### src/u8sid_pkg.sv
// Shared types, defaults and the lead-byte decode for the UTF-8 stream indexer.
// No dependencies; imported by every module of the block.
package u8sid_pkg;

  localparam int JUMP_STEP_DEF = 8;
  localparam int MAX_BYTES_DEF = 65536;

  localparam logic [7:0] ASCII_LIMIT  = 8'h80;
  localparam logic [7:0] LEAD2_LOW    = 8'hC2;
  localparam logic [7:0] LEAD3_LOW    = 8'hE0;
  localparam logic [7:0] LEAD4_LOW    = 8'hF0;
  localparam logic [7:0] LEAD_INV_LOW = 8'hF5;
  localparam logic [7:0] CONT_MASK    = 8'h3F;
  localparam logic [7:0] LEAD2_MASK   = 8'h1F;
  localparam logic [7:0] LEAD3_MASK   = 8'h0F;
  localparam logic [7:0] LEAD4_MASK   = 8'h07;

  localparam logic [2:0] LEN_NONE = 3'd0;
  localparam logic [2:0] LEN_1    = 3'd1;
  localparam logic [2:0] LEN_2    = 3'd2;
  localparam logic [2:0] LEN_3    = 3'd3;
  localparam logic [2:0] LEN_4    = 3'd4;

  typedef struct packed {
    logic [2:0] len;
    logic       bad;
  } lead_info_t;

  typedef struct packed {
    logic [20:0] code_point;
    logic [15:0] code_point_index;
    logic [15:0] start_offset;
    logic        jump_mark;
    logic        invalid_lead;
    logic        truncated;
    logic        string_end;
    logic [16:0] total_code_points;
    logic        all_ascii;
    logic        count_saturated;
  } u8sid_res_t;

  function automatic lead_info_t lead_decode(input logic [7:0] b);
    lead_info_t li;
    li.bad = 1'b0;
    if (b < ASCII_LIMIT) begin
      li.len = LEN_1;
    end else if (b < LEAD2_LOW) begin
      li.len = LEN_1;
      li.bad = 1'b1;
    end else if (b < LEAD3_LOW) begin
      li.len = LEN_2;
    end else if (b < LEAD4_LOW) begin
      li.len = LEN_3;
    end else if (b < LEAD_INV_LOW) begin
      li.len = LEN_4;
    end else begin
      li.len = LEN_1;
      li.bad = 1'b1;
    end
    return li;
  endfunction

endpackage

### src/utf8_stream_indexer_decoder_unit.sv
// Top level of the UTF-8 stream indexer: input register, decode stage, result buffer.
// Depends on u8sid_pkg, u8sid_decode and u8sid_outq.
//
// Usage:
//   The string arrives one byte per transfer on the in_ channel (tdata[7:0] is
//   the byte, tlast marks the final byte). Each completed code point, and the
//   final byte of a string, yields one transfer on the out_ channel; bytes in
//   the middle of a multi-byte sequence yield none. out_tlast marks the result
//   of the final byte, which also carries the total count and the ASCII flag.
//   Throughput: one byte per cycle while the result buffer has space, set by
//   the single decode stage that reads the input register and writes the
//   two-entry result buffer. An accepted byte is held in the input register;
//   the decode stage then writes its result into the result buffer, which
//   raises out_tvalid, and the result can transfer from there.
//   Stall: when the receiver holds out_tready low the buffer fills; with two
//   results waiting the decode stage holds and in_tready falls once the input
//   register is also occupied. Nothing is dropped.
//   Reset: rst_n low clears all counters and the open sequence, empties the
//   buffer and the input register; the first byte afterward opens a string.
module utf8_stream_indexer_decoder_unit #(
  parameter int JUMP_STEP = u8sid_pkg::JUMP_STEP_DEF,
  parameter int MAX_BYTES = u8sid_pkg::MAX_BYTES_DEF
) (
  input  logic        clk,
  input  logic        rst_n,
  input  logic        in_tvalid,
  output logic        in_tready,
  input  logic [7:0]  in_tdata,   // [7:0] data_byte
  input  logic        in_tlast,   // last_byte
  output logic        out_tvalid,
  input  logic        out_tready,
  // [20:0] code_point, [36:21] code_point_index, [52:37] start_offset,
  // [69:53] total_code_points, [70] all_ascii, [71] count_saturated
  output logic [71:0] out_tdata,
  output logic [2:0]  out_tuser,  // [0] jump_mark, [1] invalid_lead, [2] truncated
  output logic        out_tlast   // string_end
);
  import u8sid_pkg::*;

  logic       in_v_r;
  logic [7:0] in_byte_r;
  logic       in_last_r;
  logic       q_space, fire, emit;
  u8sid_res_t dec_res, q_res;

  assign fire      = in_v_r && q_space;
  assign in_tready = !in_v_r || q_space;

  always_ff @(posedge clk) begin
    if (!rst_n) begin
      in_v_r <= 1'b0;
    end else if (in_tready) begin
      in_v_r <= in_tvalid;
    end
  end

  always_ff @(posedge clk) begin
    if (in_tready && in_tvalid) begin
      in_byte_r <= in_tdata;
      in_last_r <= in_tlast;
    end
  end

  u8sid_decode #(
    .JUMP_STEP (JUMP_STEP),
    .MAX_BYTES (MAX_BYTES)
  ) u_decode (
    .clk       (clk),
    .rst_n     (rst_n),
    .fire      (fire),
    .data_byte (in_byte_r),
    .last_byte (in_last_r),
    .emit      (emit),
    .res       (dec_res)
  );

  u8sid_outq u_outq (
    .clk       (clk),
    .rst_n     (rst_n),
    .push      (fire && emit),
    .push_res  (dec_res),
    .space     (q_space),
    .out_valid (out_tvalid),
    .out_ready (out_tready),
    .out_res   (q_res)
  );

  assign out_tdata = {q_res.count_saturated, q_res.all_ascii, q_res.total_code_points,
                      q_res.start_offset, q_res.code_point_index, q_res.code_point};
  assign out_tuser = {q_res.truncated, q_res.invalid_lead, q_res.jump_mark};
  assign out_tlast = q_res.string_end;

  // a byte waiting on a full buffer must stay in the input register
  a_hold_stalled: assert property (@(posedge clk) disable iff (!rst_n)
    in_v_r && !q_space |=> in_v_r && $stable(in_byte_r) && $stable(in_last_r))
    else $error("stalled input byte lost");

  // an invalid lead is a lone raw byte, never a cut-short sequence
  a_invalid_raw: assert property (@(posedge clk) disable iff (!rst_n)
    out_tvalid && out_tuser[1] |-> out_tdata[20:8] == 13'd0 && !out_tuser[2])
    else $error("invalid lead result malformed");

  // end-of-string fields stay zero before the last byte
  a_total_only_at_end: assert property (@(posedge clk) disable iff (!rst_n)
    out_tvalid && !out_tlast |-> out_tdata[69:53] == 17'd0 && !out_tdata[70])
    else $error("string totals reported mid-string");

  a_jump_nonzero: assert property (@(posedge clk) disable iff (!rst_n)
    out_tvalid && out_tuser[0] |-> out_tdata[36:21] != 16'd0)
    else $error("jump mark on first code point");

endmodule

### src/u8sid_decode.sv
// Per-string decode state and the combinational result logic of the indexer.
// Depends on u8sid_pkg for the lead decode, masks and the result struct.
module u8sid_decode #(
  parameter int JUMP_STEP = u8sid_pkg::JUMP_STEP_DEF,
  parameter int MAX_BYTES = u8sid_pkg::MAX_BYTES_DEF
) (
  input  logic                   clk,
  input  logic                   rst_n,
  input  logic                   fire,
  input  logic [7:0]             data_byte,
  input  logic                   last_byte,
  output logic                   emit,
  output u8sid_pkg::u8sid_res_t  res
);
  import u8sid_pkg::*;

  localparam int CW = $clog2(MAX_BYTES + 1);
  localparam int JW = (JUMP_STEP > 1) ? $clog2(JUMP_STEP) : 1;

  logic [CW-1:0] byte_cnt_r, byte_cnt_nxt;
  logic [CW-1:0] pt_cnt_r, pt_cnt_nxt;
  logic [JW-1:0] jmp_cnt_r, jmp_cnt_nxt;
  logic [15:0]   seq_start_r, seq_start_nxt;
  logic [2:0]    exp_len_r, exp_len_nxt;
  logic [2:0]    rcv_r, rcv_nxt;
  logic [17:0]   acc_r, acc_nxt;
  logic [7:0]    lead_r, lead_nxt;
  logic          ovf_r, ovf_nxt;

  logic [2:0]    exp_len_s, rcv_s;
  logic [17:0]   acc_s;
  logic [7:0]    lead_s;
  logic [15:0]   start_s;
  logic [CW-1:0] byte_s, pt_s;
  logic          ovf_s, bad_s, done;
  logic          byte_full, pt_full;
  lead_info_t    li;
  logic [31:0]   off_ext, pt_ext, pt_s_ext;
  logic [20:0]   cp;

  assign li        = lead_decode(data_byte);
  assign byte_full = (byte_cnt_r >= CW'(MAX_BYTES));
  assign pt_full   = (pt_cnt_r >= CW'(MAX_BYTES));
  assign off_ext   = 32'(byte_cnt_r);
  assign pt_ext    = 32'(pt_cnt_r);

  always_comb begin
    ovf_s  = ovf_r | byte_full;
    byte_s = byte_full ? byte_cnt_r : byte_cnt_r + CW'(1);
    bad_s  = 1'b0;
    if (exp_len_r == LEN_NONE) begin
      exp_len_s = li.len;
      bad_s     = li.bad;
      lead_s    = data_byte;
      acc_s     = '0;
      rcv_s     = LEN_1;
      start_s   = (off_ext > 32'h0000_FFFF) ? 16'hFFFF : off_ext[15:0];
    end else begin
      exp_len_s = exp_len_r;
      lead_s    = lead_r;
      acc_s     = {acc_r[11:0], data_byte[5:0] & CONT_MASK[5:0]};
      rcv_s     = rcv_r + 3'd1;
      start_s   = seq_start_r;
    end
    done = (rcv_s >= exp_len_s) || last_byte;
  end

  // merge the held lead bits with the continuation payload
  always_comb begin
    case (rcv_s)
      LEN_2:   cp = {10'd0, lead_s[4:0] & LEAD2_MASK[4:0], acc_s[5:0]};
      LEN_3:   cp = {5'd0, lead_s[3:0] & LEAD3_MASK[3:0], acc_s[11:0]};
      LEN_4:   cp = {lead_s[2:0] & LEAD4_MASK[2:0], acc_s};
      default: cp = {13'd0, lead_s};
    endcase
  end

  always_comb begin
    pt_s        = (done && !pt_full) ? pt_cnt_r + CW'(1) : pt_cnt_r;
    pt_s_ext    = 32'(pt_s);
    jmp_cnt_nxt = jmp_cnt_r;
    if (done && !pt_full) begin
      jmp_cnt_nxt = (jmp_cnt_r == JW'(JUMP_STEP - 1)) ? '0 : jmp_cnt_r + JW'(1);
    end

    emit                  = done;
    res.code_point        = cp;
    res.code_point_index  = (pt_ext > 32'h0000_FFFF) ? 16'hFFFF : pt_ext[15:0];
    res.start_offset      = start_s;
    res.jump_mark         = (pt_cnt_r != '0) && (jmp_cnt_r == '0);
    res.invalid_lead      = bad_s;
    res.truncated         = rcv_s < exp_len_s;
    res.string_end        = last_byte;
    res.total_code_points = '0;
    res.all_ascii         = 1'b0;
    res.count_saturated   = ovf_s;
    if (last_byte) begin
      res.total_code_points = (pt_s_ext > 32'h0001_FFFF) ? 17'h1FFFF : pt_s_ext[16:0];
      res.all_ascii         = (pt_s == byte_s) && !ovf_s;
    end

    byte_cnt_nxt  = byte_s;
    pt_cnt_nxt    = pt_s;
    seq_start_nxt = start_s;
    exp_len_nxt   = done ? LEN_NONE : exp_len_s;
    rcv_nxt       = done ? 3'd0 : rcv_s;
    acc_nxt       = acc_s;
    lead_nxt      = lead_s;
    ovf_nxt       = ovf_s;
    // end of string: drop all per-string state
    if (last_byte) begin
      byte_cnt_nxt  = '0;
      pt_cnt_nxt    = '0;
      jmp_cnt_nxt   = '0;
      seq_start_nxt = '0;
      acc_nxt       = '0;
      lead_nxt      = '0;
      ovf_nxt       = 1'b0;
    end
  end

  always_ff @(posedge clk) begin
    if (!rst_n) begin
      byte_cnt_r  <= '0;
      pt_cnt_r    <= '0;
      jmp_cnt_r   <= '0;
      seq_start_r <= '0;
      exp_len_r   <= LEN_NONE;
      rcv_r       <= '0;
      acc_r       <= '0;
      lead_r      <= '0;
      ovf_r       <= 1'b0;
    end else if (fire) begin
      byte_cnt_r  <= byte_cnt_nxt;
      pt_cnt_r    <= pt_cnt_nxt;
      jmp_cnt_r   <= jmp_cnt_nxt;
      seq_start_r <= seq_start_nxt;
      exp_len_r   <= exp_len_nxt;
      rcv_r       <= rcv_nxt;
      acc_r       <= acc_nxt;
      lead_r      <= lead_nxt;
      ovf_r       <= ovf_nxt;
    end
  end

endmodule

### src/u8sid_outq.sv
// Two-entry result buffer that decouples the decode stage from the receiver.
// Depends on u8sid_pkg for the result struct.
module u8sid_outq (
  input  logic                   clk,
  input  logic                   rst_n,
  input  logic                   push,
  input  u8sid_pkg::u8sid_res_t  push_res,
  output logic                   space,
  output logic                   out_valid,
  input  logic                   out_ready,
  output u8sid_pkg::u8sid_res_t  out_res
);
  import u8sid_pkg::*;

  u8sid_res_t  ent_r [2];
  logic        wptr_r, rptr_r;
  logic [1:0]  cnt_r, cnt_nxt;
  logic        pop;

  assign out_valid = (cnt_r != 2'd0);
  assign space     = (cnt_r != 2'd2);
  assign pop       = out_valid && out_ready;
  assign out_res   = ent_r[rptr_r];

  always_comb begin
    cnt_nxt = cnt_r;
    if (push && !pop) begin
      cnt_nxt = cnt_r + 2'd1;
    end else if (pop && !push) begin
      cnt_nxt = cnt_r - 2'd1;
    end
  end

  always_ff @(posedge clk) begin
    if (!rst_n) begin
      wptr_r <= 1'b0;
      rptr_r <= 1'b0;
      cnt_r  <= 2'd0;
    end else begin
      cnt_r <= cnt_nxt;
      if (push) wptr_r <= ~wptr_r;
      if (pop)  rptr_r <= ~rptr_r;
    end
  end

  always_ff @(posedge clk) begin
    if (push) ent_r[wptr_r] <= push_res;
  end

endmodule

### config.mk
export PLATFORM = sky130hd
export DESIGN_NAME = utf8_stream_indexer_decoder_unit
export DESIGN_NICKNAME = d
export VERILOG_FILES = /design/src/u8sid_pkg.sv /design/src/utf8_stream_indexer_decoder_unit.sv /design/src/u8sid_decode.sv /design/src/u8sid_outq.sv
export SDC_FILE = /design/constraint.sdc
export NUM_CORES = 1
export LEC_CHECK = 0
export ABC_AREA = 1
export BUFFER_PORTS_ARGS = -buffer_cell sky130_fd_sc_hd__buf_2
export CORE_UTILIZATION = 54
export CTS_BUF_LIST = sky130_fd_sc_hd__clkbuf_16
export CTS_CLUSTER_SIZE = 16
export DETAILED_ROUTE_END_ITERATION = 12
export PLACE_DENSITY = 0.74
export SLEW_MARGIN = 20
export SYNTH_ARGS = -nofsm -noshare
export SYNTH_HDL_FRONTEND = slang
export SYNTH_SLANG_ARGS = --single-unit
### constraint.sdc
create_clock -name clk -period 5.5 [get_ports clk]
set_input_delay 0.55 -clock clk [delete_from_list [all_inputs] [get_ports clk]]
set_output_delay 0.55 -clock clk [all_outputs]
set_load 0.01 [all_outputs]
# ---- Word-level counts from Yosys, hierarchy flattened
# Memory sizes are Yosys's and may differ from the RTL's. A register that Yosys moved wholly into a read port is not among the register bits.
# Index checks and enable logic that the tools add are counted.
dict set report word_totals {
  regBits 94
  mem_bits_rw 152
  inputBits 13
  output_inout_bits 78
  word_cells 103
  memories 1
}
# name words width rd rd_clocked_by_memory_dff wr line_no
set mem_list {}
lappend mem_list {u_outq.ent_r 2 76 1 1 1 u8sid_outq.sv:15} ;# u8sid_res_t ent_r [2];
dict set report op_classes {
  add_sub_neg 6
  magnitude_cmp 11
  eq_ne 6
  muxes 38
  bitwise 3
  n_reduce_logical 23
}
# op count
set ops {}
lappend ops {{two-way mux 17 bit} 4}
lappend ops {{two-way mux 16 bit} 4}
lappend ops {{case mux 21 bit (3 select lines)} 1}
lappend ops {{less-than comparator 8 bit (second input constant)} 5}
lappend ops {{two-way mux 18 bit} 2}
lappend ops {{adder 17 x 1 -> 17 bit (second input constant)} 2}
lappend ops {{greater-or-equal comparator 17 bit (second input constant)} 2}
lappend ops {{> comparator 17 x 16 -> 1 bit (second input constant)} 2}
lappend ops {{two-way mux 3 bit} 11}
lappend ops {{equality test 17 bit} 1}
lappend ops {{nonzero test 17 bit} 1}
lappend ops {{two-way mux 8 bit} 2}
lappend ops {{two-way mux 12 bit} 1}
lappend ops {{two-way mux 1 bit} 10}
lappend ops {{logical AND 1 bit} 9}
lappend ops {{adder 3 x 1 -> 3 bit (second input constant)} 2}
lappend ops {{equality test 3 x 2 -> 1 bit (second input constant)} 2}
lappend ops {{equality test 3 bit (second input constant)} 2}
lappend ops {{logical NOT 3 bit} 2}
lappend ops {{nonzero test 2 bit} 3}
lappend ops {{logical NOT 1 bit} 5}
lappend ops {{two-way mux 2 bit} 2}
lappend ops {{two-way mux 4 bit} 1}
lappend ops {{greater-or-equal comparator 3 bit} 1}
lappend ops {{8 further kinds} 10}

# ---- Longest topological paths before layout
# Gate-level depths: netlist of the first run.
dict set report depth {
  depth_word 14
  mapped_depth 22
  ltp_nobuf 21
}

# ---- Cells and area by module
# Synthesis of the first run repeated with hierarchy kept, for this count alone.
dict set report hier_totals {
  cells_unflattened 1247
  area_unflattened_um2 11880.1
}
# mod instances cells_each area_each_um2 seq_area_each_um2
set by_module_without_submodules {}
lappend by_module_without_submodules {u8sid_outq 1 272 5873.1 4664.5}
lappend by_module_without_submodules {u8sid_decode 1 955 5670.4 1601.5}
lappend by_module_without_submodules {utf8_stream_indexer_decoder_unit 1 20 336.6 290.3}

# ---- Least setup slack after synthesis of the first run
# Ideal clock, no wire load.
dict set report synth_timing {
  path_type {reg2reg}
  from {register u_decode.exp_len_r[0]}
  to {memory u_outq.ent_r[1][0] (netlist name) (enable)}
  setup_time_ps 512
  arrival_time_ps 5278
  required_time_ps 4988
  path_slack_ps -290
  stages_incl_launch_ff 18
  path_buffers 2
  synth_period_minus_slack_ps 5790
  path_cell_list {dfxtp_1 > nor2_2 > nand2_4 > nor2_1 > inv_1 > o21ai_0 > inv_1 > ha_1 > nand2_1 > nor2_1 > nor2_4 > nand2_4 > buf_6 > buf_6 > inv_1 > nor2_2 > inv_1 > nor2_1}
}
dict set report synth_via {
  elab_chain_cells 7
  elab_cells_between_ends 8
  classes_between {order compare: 1; mux: 4; reduce/logical: 3}
}
# element line_no
set synth_lines {}
lappend synth_lines {{from (decl)} u8sid_decode.sv:24} ;# logic [2:0] exp_len_r, exp_len_nxt;
lappend synth_lines {{from (signal assigned)} u8sid_decode.sv:138} ;# exp_len_r <= exp_len_nxt;
lappend synth_lines {{logical NOT 3 bit} u8sid_decode.sv:51} ;# if (exp_len_r == LEN_NONE) begin
lappend synth_lines {{two-way mux 3 bit} u8sid_decode.sv:51}
lappend synth_lines {{greater-or-equal comparator 3 bit *} u8sid_decode.sv:65} ;# done = (rcv_s >= exp_len_s) || last_byte;
lappend synth_lines {{logical OR 1 bit *} u8sid_decode.sv:65}
lappend synth_lines {{logical AND 1 bit *} utf8_stream_indexer_decoder_unit.sv:80} ;# .push (fire && emit),
lappend synth_lines {{named net u_outq.push} u8sid_outq.sv:6} ;# input logic push,
lappend synth_lines {{two-way mux 1 bit *} u8sid_outq.sv:47} ;# if (push) ent_r[wptr_r] <= push_res;
lappend synth_lines {{two-way mux 1 bit (implied by the code) *} u8sid_outq.sv:47}
lappend synth_lines {{to (decl)} u8sid_outq.sv:15}
# The timed path passes the listed nets; every way through them passes the cells marked *.

# ---- Final worst setup path of the first run
dict set report layout_timing {
  from {register u_decode.exp_len_r[0]}
  to {memory u_outq.ent_r[1][68] (netlist name) (enable)}
}
# The elaborated chain is that of the path after synthesis.

==> summary.txt, run 1 <==
status: completed
Setup Buffers After CTS: 0
Avg Inst Size Synth: 9.76 um2
post-synthesis register bit count: 247
Syn Inst Count: 1,194
Logic pwr share: 17.9%
Critical Path Most Common Cell: inv_1
Vert. Die Dim: 149 um
Sink Count: 247
vias: 8,609
post-synth cell types: 47
Worst setup SP type: register
Ant. Diodes: 0
post-synth top area cell: edfxtp_1
Cell Rows: 53
setup TNS: 0 ns
EDFF count, synth: 161
dpl hpwl: 17.1 mm
port bufs: 90
total congestion overflow: 0
DR iter-0 viols: 850
initial core utilization: 55.3%
pwr dens: 358 mW/mm2
fraction of registers with async set/reset: 0%
hold buffer count at CTS: 0
First-pass DRT Iterations: 6
slew margin rel.: 29.2%
Lkg Pwr: 0.00513 uW
Synth Warn #: 0
Num CTS Buffers: 25
Worst Path Arrival: 4.14 ns
DIE AREA: 0.0222 mm2
cell family with most CP delay: simple AND/OR/NAND/NOR gates
Max-Cap Viols: 0
placed cell area: 0.0123 mm2
clk slew on worst S/H paths: 0.06 ns
post-synthesis adder-cell area fraction: 1.50%
Hold/Removal Path Class: input pin to register
CP required: 5.70 ns
clock buffer depth: 3
Compound-Gate Fraction of Synth Area: 7.42%
period utilization: 71.7%
area share of the largest cell type after synthesis: 41.5%
core utilization of the finished layout: 62.0%
placed insts: 1,516
vias in the first global route: 7,852
worst hold slack: 0.196 ns
CTS root buf: clkbuf_16
main combinational cell family by area after synthesis: simple AND/OR/NAND/NOR gates
antenna-violating nets left: 0
min Tclk post-route: 3.94 ns
CTS tree: built
Slew Viols, Final: 0
WL per Instance: 16.3 um
NetSw: 1270 uW
top_reg_cell synth: edfxtp_1
GRT Total Usage: 23.2%
register area share after synthesis: 56.2%
sw frac: 27.0%
initial antenna violation count: 0
first-pass GRT wire length: 40.7 mm
Simple-Gate Fraction of Synth Area: 21.1%
Vias per Instance: 5.51
DRC viols: 0
syn nets: 1,221
sequential cell area: 0.00656 mm2
NumNets Final: 1,295
Internal: 3420 uW
boundary pin count: 91
number of setup violations in the final report: 0
critical-path cell list: nor2_2, nand2_4, nor2_1, inv_1, o21ai_0, inv_1, ha_1, nand2_1, nor2_1, nor2_4, nand2_4, inv_1, nor2_2, inv_1, nor2_4, buf_12
layout cells sized above 1: 23.5%
Fmax achieved: 0.254 GHz
Fillers: 1,761
Layout Cells excl Fill: 1,562
worst-path fanout max: 51
core area: 0.0211 mm2
synth top area cells: edfxtp_1 (41%), dfxtp_1 (15%), nand2_1 (9.3%), mux2_2 (7.3%), a21oi_1 (3.0%)
CP max stage delay: 0.72 ns
Setup Skew: 0.0227 ns
Multi-input gate area: 0.00444 mm2
CTS-repair resized insts: 0
Seq pwr share: 48.0%
CP max stage cell: nor2_4
clock share of power: 34.1%
post-synthesis mux area share: 7.34%
clock latency on the worst-skew pair: 0.53 ns
xor/xnor share of the synthesized area: 0.451%
maximum VDD drop: 416 uV
Routed WL: 25.4 mm
Cell Area, Synth: 0.0117 mm2
Worst-Margin Slew: 1.06 ns
Synth-to-Final Area Change: 12.2%
Die Wd: 149 um
Critical Path End Type: register
RSZ-0062 raised after global routing: no
worst path bufs/invs: 5
pin count of the biggest net entering global routing: 81
H-tree Lvls: 1
final hold viol count: 0
Routability Congestion: 0.958
Post-Layout Inst Area: 0.0131 mm2
crit path kind: register to register
registers in the layout, summed over array words and instances, names as in the netlist, 2 cells and up, named ones only:
| register | cells |
|---|---|
| u_outq.cnt_r | 2 |
| u_outq.ent_r | 152 |
| u_decode.jmp_cnt_r | 3 |
| in_byte_r | 8 |
| u_decode.acc_r | 12 |
| u_decode.exp_len_r | 3 |
| u_decode.rcv_r | 3 |
| u_decode.lead_r | 8 |
| u_decode.byte_cnt_r | 17 |
| u_decode.seq_start_r | 16 |
| u_decode.pt_cnt_r | 17 |
per-stage QoR:
step	power [uW]	setup WS (ns)
global placement	3130	1.67
CTS	4730	1.53
floorplan	2830	0.990
global route	4890	1.19
finish	4690	1.56
detailed placement	3140	1.55
area by class of cell:
class	instances	share of cell area (%)
Timing Repair Buffer	96	3.98
Tap cell	275	2.63
Clock inverter	21	1.10
Clock buffer	25	4.78
Multi-Input combinational cell	778	33.9
Inverter	120	3.44
Sequential cell	247	50.1
cells in the mapped netlist (5+ instances only):
master     number
clkbuf_1       21
nor2_1         85
o21ai_2         5
ha_1           14
o21ai_0        30
nand3_1        68
nor2_2          5
a21oi_2        10
inv_2          28
a2bb2oi_1       5
nand2_2        24
nand4_1        26
a22oi_1         7
a21oi_1        71
inv_1          90
buf_2          18
mux2_2         76
nor3_1          8
o21ai_1        10
nand2_1       289
dfxtp_1        86
nor2_4          6
edfxtp_1      161
power by group through the flow:
stage / combinational, uW / sequential, uW / clock [uW]
5_1_grt: 915 / 2270 / 1710
6_report: 839 / 2250 / 1600
3_3_place_gp: 838 / 2290 / 0
2_1_floorplan: 626 / 2200 / 0
4_1_cts: 851 / 2260 / 1620
3_5_place_dp: 846 / 2300 / 0
final timing paths:
kind	slack, ns	depth (start not counted)	endpoint	start
setup / recovery	1.56	16	u_outq.ent_r[1][68]$_DFFE_PP_	u_decode.exp_len_r[0]$_SDFFE_PN0P_
hold reg to reg	0.46	2	u_decode.seq_start_r[1]$_SDFFE_PN0P_	u_decode.seq_start_r[1]$_SDFFE_PN0P_
setup reg to reg	1.56	16	u_outq.ent_r[1][68]$_DFFE_PP_	u_decode.exp_len_r[0]$_SDFFE_PN0P_
hold / removal	0.20	1	in_byte_r[6]$_DFFE_PP_	in_tdata[6]
cell families after synthesis:
family | count (synthesis)
simple gates | 533
flops | 247
buf+inv | 169
compound gates | 149
mux | 76
fa+ha+maj | 14
xor+xnor | 6
metal layers:
layer  global-route usage, %  routed length, um
met5                       0                  0
met4                    5.71                404
met3                    3.46               1660
met2                    36.2              11700
met1                    34.0              11700
layout by cell type, fill, tap and decap left out, drive strengths merged:
| cell | count |
|---|---|
| a2111oi | 1 |
| a211oi | 2 |
| a21oi | 81 |
| a22oi | 7 |
| a2bb2oi | 5 |
| a31oi | 2 |
| and2 | 1 |
| buf | 96 |
| bufinv | 2 |
| clkbuf | 25 |
| clkinv | 9 |
| dfxtp | 86 |
| edfxtp | 161 |
| ha | 14 |
| inv | 130 |
| mux2 | 76 |
| nand2 | 315 |
| nand3 | 72 |
| nand3b | 3 |
| nand4 | 31 |
| nor2 | 97 |
| nor3 | 12 |
| nor3b | 1 |
| nor4 | 1 |
| o21ai | 45 |
| o21bai | 1 |
| o221ai | 2 |
| o22ai | 3 |
| xnor2 | 2 |
| xor2 | 4 |
No activity file was read; power rests on OpenSTA's default activity.
==> run 2, diff against run 1 <==
clock period = 3.2 ns   (was 5.5 ns; I/O delays follow)
==> run 2 against run 1 <==
Wire length up 2.8%. Sequential cell count unchanged. Clock power up 83%. Setup slack got worse by 1.3 ns. Final area up 2.2%. Sequential power is 66% higher. Total power is 77% higher. Register-to-register slack got worse by 1.3 ns. Die area is the same. Highest routed layer unchanged.
==> summary.txt, run 2 (synthesis results as in run 1) <==
DRC viols: 0 (unchanged)
pin count of the biggest net entering global routing: 78 (-3.7%)
Multi-input gate area: 0.00445 mm2 (+0.28%)
core area: 0.0211 mm2 (unchanged)
H-tree Lvls: 1 (unchanged)
initial antenna violation count: 0 (unchanged)
total congestion overflow: 0 (unchanged)
Synth-to-Final Area Change: 14.6%
Critical Path End Type: register
initial core utilization: 55.3% (unchanged)
maximum VDD drop: 583 uV (+40%)
min Tclk post-route: 2.94 ns (-1.00 ns)
Vias per Instance: 5.54 (+0.52%)
Worst setup SP type: register
DR iter-0 viols: 862 (+1.4%)
vias: 8,759 (+1.7%)
antenna-violating nets left: 0 (unchanged)
slew margin rel.: 41.7% (+12 points)
pwr dens: 621 mW/mm2 (+73%)
CTS tree: built
commonest cells after routing, fill and taps aside: nand2_1 (289), edfxtp_1 (161), buf_2 (90)
Lkg Pwr: 0.00519 uW (+1.3%)
Regs by FF count: u_outq.ent_r x152, u_decode.byte_cnt_r x17, u_decode.pt_cnt_r x17
First-pass DRT Iterations: 5 (-1)
vias in the first global route: 8,139 (+3.7%)
Worst Path Arrival: 3.33 ns (-0.81 ns)
WL per Instance: 16.5 um (+1.5%)
core utilization of the finished layout: 63.4% (+1.3 points)
number of setup violations in the final report: 0 (unchanged)
first-pass GRT wire length: 41.6 mm (+2.3%)
DIE AREA: 0.0222 mm2 (unchanged)
Reg with most FFs: u_outq.ent_r
Sink Count: 247 (unchanged)
port bufs: 90 (unchanged)
GRT Total Usage: 23.8% (+0.59 points)
crit path kind: register to register
period utilization: 91.9% (+20 points)
Worst-Margin Slew: 0.866 ns (-0.197 ns)
Post-Layout Inst Area: 0.0134 mm2 (+2.2%)
Max-Cap Viols: 0 (unchanged)
placed insts: 1,524 (+0.53%)
RSZ-0062 raised after global routing: no
Hold/Removal Path Class: input pin to register
NumNets Final: 1,313 (+1.4%)
dpl hpwl: 17.5 mm (+1.9%)
placed cell area: 0.0124 mm2 (+0.87%)
clk slew on worst S/H paths: 0.07 ns (about the same)
CTS root buf: clkbuf_16
Ant. Diodes: 0 (unchanged)
sequential cell area: 0.00656 mm2 (unchanged)
Layout Cells excl Fill: 1,581 (+1.2%)
Fmax achieved: 0.340 GHz (+34%)
final hold viol count: 0 (unchanged)
clock latency on the worst-skew pair: 0.54 ns (about the same)
Routed WL: 26.2 mm (+2.8%)
status: completed
Vert. Die Dim: 149 um (unchanged)
Setup Buffers After CTS: 0 (unchanged)
Die Wd: 149 um (unchanged)
boundary pin count: 91 (unchanged)
Setup Skew: 0.0265 ns (+0.00378 ns)
Routability Congestion: 0.951 (-0.68%)
worst-path fanout max: 18 (-65%)
clock buffer depth: 3 (unchanged)
Slew Viols, Final: 0 (unchanged)
max reg flops: 152 (unchanged)
Num CTS Buffers: 26 (+4.0%)
most common cell after layout, fill and taps aside: nand2_1
layout cells sized above 1: 25.0% (+1.4 points)
Cell Rows: 53 (unchanged)
CP required: 3.59 ns (-2.11 ns)
Fillers: 1,725 (-2.0%)
[run 2: changes by cell type in the layout (fill, tap and decap cells not counted), moves of 2 or more]
cell	previous run	this run
inv_1	100	88
dlygate4sd3_1	0	9
clkinvlp_4	0	5
buf_4	4	8
clkinv_2	2	6
buf_12	2	5
clkinv_4	0	2
[run 2: path summary, 6_finish.rpt]
kind,start,endpoint,slack [ns],cells after the start
worst max register to register,in_byte_r[2]$_DFFE_PP_,u_outq.ent_r[0][1]$_DFFE_PP_,0.26,21
worst max-delay path,in_byte_r[2]$_DFFE_PP_,u_outq.ent_r[0][1]$_DFFE_PP_,0.26,21
worst min-delay path,in_tvalid,in_v_r$_SDFFE_PN0N_,0.06,3
worst min register to register,u_decode.seq_start_r[1]$_SDFFE_PN0P_,u_decode.seq_start_r[1]$_SDFFE_PN0P_,0.46,2
[run 2: per-layer routing]
| layer | wire length [um] | vias up | GRT usage (%) | share of wire [%] |
|---|---|---|---|---|
| li1 | - | 4239 | - | - |
| met1 | 11600 | 4166 | 33.3 | 44 |
| met2 | 12200 | 310 | 38.6 | 47 |
| met3 | 1810 | 44 | 3.76 | 6.9 |
| met4 | 528 | 0 | 6.33 | 2.0 |
| met5 | 0 | - | 0 | 0 |
[run 2: through the flow]
| step | TNS (ns) | hold WS, ns | worst slack [ns] | total power [uW] |
|---|---|---|---|---|
| floorplan | -45.99 | 0.419 | -0.317 | 4860 |
| CTS | 0 | 0.0576 | 0.200 | 8370 |
| global route | 0 | 0.0783 | 0.00703 | 8620 |
| finish | 0 | 0.0587 | 0.259 | 8300 |
| global placement | 0 | 0.449 | 0.287 | 5420 |
| detailed placement | 0 | 0.455 | 0.219 | 5440 |
[run 2: timing repair]
item | CTS | global route
hold buffers | 9 | 0
resized for setup | 0 | 2
endpoints found under the hold margin | 9 | 0
endpoints found under the setup margin | 0 | 43
[run 2: where the power goes]
group	leakage (uW)	switching, uW	internal [uW]
combinational	0.00259	951	684
clock	0.000403	1270	1670
sequential	0.00220	75.4	3660
total	0.00519	2300	6000
[run 2: cell type report]
type | instances | share of cell area (%)
sequential | 247 | 49.1
inverter | 120 | 3.39
multi-input combinational | 778 | 33.3
timing repair buffer | 113 | 5.33
clock inverter | 22 | 1.45
clock buffer | 26 | 4.87
tap | 275 | 2.57
[run 2: critical path, cell delays in order (launching register included)]
cell and delay [ns]:
edfxtp_1 0.36, inv_1 0.08, a31oi_1 0.16, inv_1 0.07, nor2_1 0.12, inv_1 0.05
o21ai_1 0.15, inv_1 0.06, ha_1 0.28, nand2_1 0.08, nor2_2 0.05, nor2_4 0.15
nand2_8 0.14, nand2_2 0.20, inv_1 0.15, nand2_1 0.13, nand2_1 0.07, nand2_1 0.07
nand2_1 0.04, nor2_1 0.11, nand3_1 0.09, nor2_1 0.15
==> run 3, diff against run 2 <==
PLACE_DENSITY = 0.73   (was 0.74)
==> run 3 against run 2 <==
Sequential power is 2% higher. Global-route usage up 0.43 points. Total power rose by 1.8%. Die area stayed put. Highest routed layer unchanged.
==> summary.txt, run 3 (synthesis results as in run 1) <==
DIE AREA: 0.0222 mm2 (unchanged)
max reg flops: 152 (unchanged)
crit path kind: register to register
number of setup violations in the final report: 0 (unchanged)
Internal: 6190 uW (+3.0%)
first-pass GRT wire length: 42.3 mm (+1.5%)
Setup Skew: 0.0302 ns (+0.00370 ns)
Vert. Die Dim: 149 um (unchanged)
Reg with most FFs: u_outq.ent_r
clock share of power: 36.1% (+0.7 points)
worst hold slack: 0.0700 ns (+0.0113 ns)
initial antenna violation count: 0 (unchanged)
Lkg Pwr: 0.00527 uW (+1.4%)
commonest cells after routing, fill and taps aside: nand2_1 (289), edfxtp_1 (161), inv_1 (91)
total congestion overflow: 0 (unchanged)
Routability Congestion: 0.942 (-1.0%)
Synth-to-Final Area Change: 15.5%
Hold/Removal Path Class: input pin to register
port bufs: 90 (unchanged)
vias in the first global route: 8,269 (+1.6%)
NetSw: 2260 uW (-1.6%)
placed cell area: 0.0124 mm2 (+0.22%)
pwr dens: 627 mW/mm2 (+0.99%)
Slew Viols, Final: 0 (unchanged)
status: completed
clock latency on the worst-skew pair: 0.54 ns (about the same)
GRT Total Usage: 24.2% (+0.43 points)
period utilization: 91.7% (-0.18 points)
vias: 8,738 (-0.24%)
pin count of the biggest net entering global routing: 80 (+2.6%)
final hold viol count: 0 (unchanged)
min Tclk post-route: 2.94 ns (-0.00575 ns)
Seq pwr share: 44.8% (about the same)
boundary pin count: 91 (unchanged)
most common cell after layout, fill and taps aside: nand2_1
Multi-input gate area: 0.00448 mm2 (+0.73%)
initial core utilization: 55.3% (unchanged)
Critical Path End Type: register
Vias per Instance: 5.51 (-0.49%)
Post-Layout Inst Area: 0.0135 mm2 (+0.77%)
H-tree Lvls: 1 (unchanged)
core area: 0.0211 mm2 (unchanged)
sequential cell area: 0.00656 mm2 (unchanged)
Die Wd: 149 um (unchanged)
Fillers: 1,753 (+1.6%)
Sink Count: 247 (unchanged)
Worst setup SP type: register
clk slew on worst S/H paths: 0.06 ns (about the same)
slew margin rel.: 40.1% (-1.5 points)
Worst-Margin Slew: 0.898 ns (+0.0323 ns)
NumNets Final: 1,318 (+0.38%)
Cell Rows: 53 (unchanged)
Routed WL: 26.5 mm (+1.2%)
sw frac: 26.8% (-0.91 points)
worst-path fanout max: 10 (-8)
Logic pwr share: 19.1% (-0.6 points)
Fmax achieved: 0.341 GHz (+0.20%)
Num CTS Buffers: 25 (-3.8%)
CTS tree: built
DRC viols: 0 (unchanged)
Max-Cap Viols: 0 (unchanged)
CTS root buf: clkbuf_16
clock buffer depth: 3 (unchanged)
Worst Path Arrival: 3.30 ns (-0.03 ns)
First-pass DRT Iterations: 6 (+1)
CP required: 3.57 ns (-0.02 ns)
DR iter-0 viols: 785 (-8.9%)
dpl hpwl: 17.8 mm (+1.9%)
Regs by FF count: u_outq.ent_r x152, u_decode.byte_cnt_r x17, u_decode.pt_cnt_r x17
Ant. Diodes: 0 (unchanged)
antenna-violating nets left: 0 (unchanged)
maximum VDD drop: 430 uV (-26%)
layout cells sized above 1: 25.0% (+0.076 points)
WL per Instance: 16.7 um (+0.99%)
[run 3: area by class of cell]
cell class	count	area share (%)
inverter	120	3.36
multi-input combinational	779	33.3
clock inverter	21	1.71
clock buffer	25	4.65
timing repair buffer	118	5.72
sequential	247	48.7
tap	275	2.56
[run 3: path summary, 6_finish.rpt]
path	from	to	slack, ns	cells after the start
worst max-delay path	in_byte_r[2]$_DFFE_PP_	u_outq.ent_r[0][1]$_DFFE_PP_	0.26	22
worst min register to register	u_decode.seq_start_r[2]$_SDFFE_PN0P_	u_decode.seq_start_r[2]$_SDFFE_PN0P_	0.46	2
worst max register to register	in_byte_r[2]$_DFFE_PP_	u_outq.ent_r[0][1]$_DFFE_PP_	0.26	22
worst min-delay path	in_tvalid	in_v_r$_SDFFE_PN0N_	0.07	3
[run 3: metrics by stage]
step,std cells,total power (uW),TNS (ns),worst slack (ns),utilization (%)
finish,1585,8450,0,0.265,63.9
global route,1585,8780,-0.00859,-0.00859,63.9
floorplan,1194,4860,-45.99,-0.317,-
global placement,1526,5420,0,0.346,59.0
detailed placement,1526,5450,0,0.261,59.0
CTS,1581,8500,0,0.227,63.5
[run 3: routing by layer]
| layer | share of wire, % | track usage, % |
|---|---|---|
| met5 | 0 | 0 |
| met4 | 1.8 | 5.92 |
| met2 | 46 | 39.3 |
| met1 | 46 | 34.5 |
| met3 | 6.2 | 3.12 |
[run 3: what timing repair did]
item	in CTS	in global routing
hold endpoints to repair	9	0
endpoints found under the setup margin	0	27
gates resized for setup	0	4
hold buffers	9	0
buffers inserted	0	3
[run 3: power groups by stage]
stage | registers, uW | logic [uW] | clock network [uW]
after global routing | 3810 | 1750 | 3220
after floorplan | 3780 | 1080 | 0
after CTS | 3790 | 1610 | 3100
after detailed placement | 3860 | 1590 | 0
final | 3790 | 1610 | 3050
after global placement | 3840 | 1580 | 0
[run 3: worst max-delay path, cell delays in order, from the launching register on]
cell,delay [ns]
edfxtp_1,0.36
inv_1,0.08
a31oi_1,0.16
inv_1,0.07
nor2_1,0.12
inv_1,0.06
o21ai_2,0.13
inv_1,0.05
ha_1,0.28
nand2_1,0.09
nor2_2,0.05
nor2_4,0.21
buf_12,0.15
nand2_4,0.11
nand2_2,0.13
nand2_1,0.09
nand2_1,0.11
nand2_1,0.06
nand2_1,0.06
nand2_1,0.05
nor2_1,0.14
nand3_1,0.09
nor2_1,0.14
